<file path="config.mk">
export PLATFORM = sky130hd
export DESIGN_NAME = wmb_div
export DESIGN_NICKNAME = d
export VERILOG_FILES = /design/src/hdl/window_matte_blend_assert.svh /design/src/hdl/wmb_pkg.sv /design/src/hdl/wmb_div.sv
export SDC_FILE = /design/constraint.sdc
export NUM_CORES = 2
export LEC_CHECK = 0
export CORE_UTILIZATION = 53
export CTS_BUF_LIST = sky130_fd_sc_hd__clkbuf_8
export CTS_CLUSTER_DIAMETER = 120
export DETAILED_ROUTE_END_ITERATION = 8
export DONT_BUFFER_PORTS = 1
export GPL_ROUTABILITY_DRIVEN = 1
export PLACE_DENSITY = 0.71
export SLEW_MARGIN = 40
export SYNTH_ARGS = -nofsm -noshare
export SYNTH_HDL_FRONTEND = slang
export SYNTH_SLANG_ARGS = --single-unit
</file>
<file path="constraint.sdc">
create_clock -name clk -period 3.5 [get_ports clk]
set_clock_uncertainty 0.2 [all_clocks]
set_input_delay 0 -clock clk [delete_from_list [all_inputs] [get_ports clk]]
set_output_delay 0 -clock clk [all_outputs]
set_load 0.1 [all_outputs]
</file>
<file path="src/hdl/window_matte_blend_assert.svh">
// Assertion macros for the window matte blend block.
`ifndef WINDOW_MATTE_BLEND_ASSERT_SVH
`define WINDOW_MATTE_BLEND_ASSERT_SVH
// Implication checked every clock outside reset.
`define WMB_ASSERT_IMP(label, clk, rst, lhs, rhs) \
  label: assert property (@(posedge clk) disable iff (rst) (lhs) |-> (rhs)) \
    else $error("assertion failed");
// Next-cycle implication checked outside reset.
`define WMB_ASSERT_NXT(label, clk, rst, lhs, rhs) \
  label: assert property (@(posedge clk) disable iff (rst) (lhs) |=> (rhs)) \
    else $error("assertion failed");
`endif

</file>
<file path="src/hdl/wmb_pkg.sv">
// Package for the window matte blend block: payload types and constants.
package wmb_pkg;

  typedef struct packed {
    logic [15:0] pos_h;
    logic [15:0] pos_v;
    logic [15:0] src_red;
    logic [15:0] src_green;
    logic [15:0] src_blue;
    logic [15:0] src_alpha;
    logic [15:0] graded_red;
    logic [15:0] graded_green;
    logic [15:0] graded_blue;
  } wmb_in_t;

  typedef struct packed {
    logic [15:0] out_red;
    logic [15:0] out_green;
    logic [15:0] out_blue;
    logic [15:0] out_alpha;
    logic [16:0] matte_value;
  } wmb_out_t;

  // Register indexes
  localparam logic [2:0] REG_MODE     = 3'd0;
  localparam logic [2:0] REG_CENTER_H = 3'd1;
  localparam logic [2:0] REG_CENTER_V = 3'd2;
  localparam logic [2:0] REG_ANGLE    = 3'd3;
  localparam logic [2:0] REG_SIZE_H   = 3'd4;
  localparam logic [2:0] REG_SIZE_V   = 3'd5;
  localparam logic [2:0] REG_FEATHER  = 3'd6;
  localparam logic [2:0] REG_STRENGTH = 3'd7;

  // Shape codes
  localparam logic [1:0] SHAPE_ELLIPSE = 2'd0;
  localparam logic [1:0] SHAPE_RECT    = 2'd1;
  localparam logic [1:0] SHAPE_LINEAR  = 2'd2;

  localparam int CORDIC_STEPS = 18;
  localparam logic signed [31:0] CORDIC_GAIN = 32'sd652032875;

  function automatic logic signed [23:0] atan_step(input logic [4:0] i);
    case (i)
      5'd0:  atan_step = 24'sd2097152;
      5'd1:  atan_step = 24'sd1238021;
      5'd2:  atan_step = 24'sd654136;
      5'd3:  atan_step = 24'sd332050;
      5'd4:  atan_step = 24'sd166669;
      5'd5:  atan_step = 24'sd83416;
      5'd6:  atan_step = 24'sd41718;
      5'd7:  atan_step = 24'sd20860;
      5'd8:  atan_step = 24'sd10430;
      5'd9:  atan_step = 24'sd5215;
      5'd10: atan_step = 24'sd2608;
      5'd11: atan_step = 24'sd1304;
      5'd12: atan_step = 24'sd652;
      5'd13: atan_step = 24'sd326;
      5'd14: atan_step = 24'sd163;
      5'd15: atan_step = 24'sd81;
      5'd16: atan_step = 24'sd41;
      5'd17: atan_step = 24'sd20;
      default: atan_step = 24'sd0;
    endcase
  endfunction

endpackage

</file>
<file path="src/hdl/wmb_div.sv">
// Pipelined restoring divider: one quotient bit per stage, Q_BITS-bit quotient with overflow flag.
module wmb_div
  import wmb_pkg::*;
#(
  parameter int NUM_BITS = 40,
  parameter int DEN_BITS = 20,
  parameter int Q_BITS   = 18,
  parameter int TAG_BITS = 8
) (
  input  logic                clk,
  input  logic                rst,
  input  logic                en,
  input  logic                in_valid,
  input  logic [NUM_BITS-1:0] num,
  input  logic [DEN_BITS-1:0] den,
  input  logic [TAG_BITS-1:0] tag_in,
  output logic                out_valid,
  output logic [Q_BITS-1:0]   quo,
  output logic                ovf,
  output logic [TAG_BITS-1:0] tag_out
);
  // Quotient bits at and above Q_BITS only flag overflow.
  localparam int RW = DEN_BITS + 1;

  logic [NUM_BITS-1:0] n_q [Q_BITS+1];
  logic [DEN_BITS-1:0] d_q [Q_BITS+1];
  logic [RW-1:0]       r_q [Q_BITS+1];
  logic [Q_BITS-1:0]   q_q [Q_BITS+1];
  logic                o_q [Q_BITS+1];
  logic [TAG_BITS-1:0] t_q [Q_BITS+1];
  logic                v_q [Q_BITS+1];

  // Stage 0: flag overflow when the high part is not below den or den is zero.
  logic [RW-1:0] r0;
  logic          o0;
  always_comb begin
    logic [NUM_BITS-Q_BITS-1:0] hi;
    hi = num[NUM_BITS-1:Q_BITS];
    o0 = ({{(NUM_BITS+DEN_BITS){1'b0}}, hi} >=
          {{(NUM_BITS){1'b0}}, {(NUM_BITS-Q_BITS){1'b0}}, den}) || (den == '0);
    r0 = RW'(hi);
  end

  always_ff @(posedge clk) begin
    if (en) begin
      n_q[0] <= num;
      d_q[0] <= den;
      r_q[0] <= r0;
      q_q[0] <= '0;
      o_q[0] <= o0;
      t_q[0] <= tag_in;
    end
  end
  always_ff @(posedge clk) begin
    if (rst) v_q[0] <= 1'b0;
    else if (en) v_q[0] <= in_valid;
  end

  for (genvar k = 0; k < Q_BITS; k++) begin : g_stage
    logic [RW:0]   trial;
    logic          take;
    logic [RW-1:0] rn;
    always_comb begin
      trial = {r_q[k], n_q[k][Q_BITS-1-k]};
      take  = trial >= {2'b00, d_q[k]};
      rn    = take ? RW'(trial - {2'b00, d_q[k]}) : RW'(trial);
    end
    always_ff @(posedge clk) begin
      if (en) begin
        n_q[k+1] <= n_q[k];
        d_q[k+1] <= d_q[k];
        r_q[k+1] <= rn;
        q_q[k+1] <= q_q[k] | (Q_BITS'(take) << (Q_BITS-1-k));
        o_q[k+1] <= o_q[k];
        t_q[k+1] <= t_q[k];
      end
    end
    always_ff @(posedge clk) begin
      if (rst) v_q[k+1] <= 1'b0;
      else if (en) v_q[k+1] <= v_q[k];
    end
  end

  assign out_valid = v_q[Q_BITS];
  assign quo       = q_q[Q_BITS];
  assign ovf       = o_q[Q_BITS];
  assign tag_out   = t_q[Q_BITS];
endmodule

</file>
==> impl_metrics.toml <==
[outcome]
status = "finished with violations"
violations = "DRC"

[logic_synthesis]
synth_common_cells = "edfxtp_1, inv_1, ha_1"
yosysSeqAreaShare_pct = 62.0
syn_area_um2 = 61500
synth.area.top_cells = "edfxtp_1, ha_1, a21oi_1"
synth_edf_count = 1270
yosys.area.top_type = "edfxtp_1"
synth_warnings = 0
synthesis.nets = 5329
synth.most_common_cell = "edfxtp_1"
syn_area_per_cell_um2 = 12.6
synth_cells = 4860
yosysUniqueCellTypes = 90
ys.flop_type = "edfxtp_1"
yosysTopAreaCellShare_pct = 62.0
ys_async_sr_fraction_pct = 0
ys_ff_latch = 1270

[cts]
numCtsBuffers = 205
cts_tree = "built"
root_buffer = "clkbuf_8"
clk_pin_slew_ps = 70
htreeDepth = 4
clock_latency_ps = 930
clock-sinks = 1270
clockBufferDepth = 3

[pwr]
leakage_nw = 28.0
vdd_drop_max_mv = 0.467
pwr_density_cell_nw_per_um2 = 808
clkPwrFrac_pct = 20.8
switching_power_mw = 20.2
power_frac_comb_pct = 38.9
power.internal_mw = 36.9
switching_share_pct = 35.3
pwr-share-seq_pct = 40.2

[worst_setup_path]
critPathBufInv = 4
worstPathRequired_ps = 3950
slowest_stage = "edfxtp_1"
critPathLaunchType = "register"
cp_cell_sequence = "inv_1 > ha_1 > inv_1 > fa_2 > a21oi_2 > o211ai_1 > o41ai_1 > buf_4 > nand2b_1 > a32oi_1 > a21oi_2 > buf_12 > mux2_2"
rr_worst_depth = 13
path_max_fanout = 13
critical_path_class = "register to register"
reg2reg_slack_ps = 70
cp.depth = 13
max_stage_delay_ps = 380
endpoint_kind = "register"
path_delay_family = "compound AO/OA/AOI/OAI gates"
arrival_ps = 3880

[hold_path]
hold_class = "input pin to register"
holdPathStages = 2

[cells_and_area]
design_area_um2 = 70700
fin_nets = 5778
nFillCells = 8729
layout.area.seq_um2 = 38100
stdcell_count = 6988
multi_input_area_um2 = 21300
syn_to_final_growth_pct = 15.0
drive_gt1_share_pct = 10.5

[sta]
rsz0062_at_grt = "yes"
setup_viol = 0
timing.slew.headroom_pct = 40.5
slew_violations = 0
period_needed_ps = 3430
tns_ps = 0
fin_crit_sh_pct = 98.0
clock.fmax_mhz = 292
final_hold_viol_count = 0
worst_pin_slew_ps = 894

[run]
maxCapViolations = 0

[global_routing]
antenna_found_initial = 4
grt_pass1_vias = 37705
grt_pass1_wl_um = 194000
grt_max_degree = 207
grt.total_usage_pct = 20.8
gr-total-overflow = 0

[drt]
wirelength_um = 124000
drtIter0Drc = 3037
firstDrtPassIters = 9
drcViolationCount = 2
wire_per_inst_um = 17.7
ant_nets = 0
vias = 38766
vias_per_cell = 5.55

[placed_design]
place_hpwl_um = 84100
io_buffers = 0
place_area_um2 = 64500
place_inst = 6407
gp_congestion = 0.875

[die]
die-height_um = 343
start_util_pct = 53.6
fp.dieW_um = 343
core_um2 = 115000
dieArea_um2 = 117000
io_pins = 100
rows = 124
repair_timing:
item | CTS | global route
buffers inserted | 3 | 15
endpoints found under the setup margin | 26 | 149
hold buffers | 186 | 0
hold endpoints to repair | 757 | 0
pin swaps | 1 | 27
resized for setup | 3 | 48
final cells by class:
cell class,count,share of cell area [%]
Sequential cell,1270,54.0
Multi-Input combinational cell,2991,30.1
Timing Repair Buffer,343,5.21
Clock buffer,205,3.99
Tap cell,1512,2.68
Inverter,498,2.65
Clock inverter,162,1.37
Antenna cell,7,0.0248
layer usage:
layer  part of all wire, %  wire length (um)  GRT usage, %
met3                   5.0              6140          3.80
met1                    43             53300          27.1
met5                0.0065                 8             0
met2                    49             60000          34.4
met4                   3.3              4060          8.62
cell families (layout without fill, tap and decap cells):
kind of cell / count (synthesis) / count (layout) / share of synthesized area [%]
flip-flops: 1270 / 1270 / 62.0
AO/OA/AOI/OAI: 1217 / 1217 / 12.6
AND/OR/NAND/NOR: 1029 / 1029 / 7.96
buffers and inverters: 599 / 1208 / 3.79
adder cells (fa/ha/maj): 397 / 397 / 8.29
XOR/XNOR: 267 / 267 / 3.80
multiplexers: 81 / 81 / 1.48
other: 0 / 7 / 0
flip-flops by register name, indices dropped and copies added, names as in the netlist:
register / flops
d_q: 360
r_q: 357
n_q: 192
q_q: 171
t_q: 152
o_q: 19
v_q: 19
placed cells by master, fill, tap and decap left out, drive strengths merged, types with 117 or more instances in the layout:
| cell | Yosys | layout |
|---|---|---|
| dlygate4sd3 | 0 | 184 |
| a21oi | 377 | 377 |
| nor2 | 276 | 276 |
| clkbuf | 62 | 205 |
| inv | 497 | 571 |
| xor2 | 117 | 117 |
| edfxtp | 1270 | 1270 |
| o21ai | 301 | 301 |
| nand2 | 303 | 303 |
| ha | 380 | 380 |
| xnor2 | 150 | 150 |
| buf | 39 | 159 |
| a21o | 152 | 152 |
power groups by stage:
stage | Sequential [mW] | Combinational [mW] | Clock [mW]
finish | 23.0 | 22.3 | 11.9
global route | 23.3 | 24.7 | 12.9
CTS | 23.0 | 21.7 | 12.3
detailed placement | 23.3 | 21.3 | 0
global placement | 23.4 | 20.5 | 0
floorplan | 22.4 | 16.2 | 0
worst paths after layout:
check | to | from
max | r_q[15][4]$_DFFE_PP_ | n_q[14][3]$_DFFE_PP_
min | n_q[0][27]$_DFFE_PP_ | num[27]
max reg2reg | r_q[15][4]$_DFFE_PP_ | n_q[14][3]$_DFFE_PP_
min reg2reg | q_q[17][14]$_DFFE_PP_ | q_q[16][14]$_DFFE_PP_
metrics by stage:
step,worst slack (ps),hold slack [ps],utilization (%),power (mW)
2_1_floorplan,192,-101,-,38.6
3_3_place_gp,-45.3,-101,55.8,43.9
3_5_place_dp,-72.6,-101,56.3,44.6
4_1_cts,16.1,0.842,61.2,57.0
5_1_grt,-63.6,54.4,61.6,60.9
6_report,70.6,105,61.6,57.1
Power figures use the tool's default switching activity.
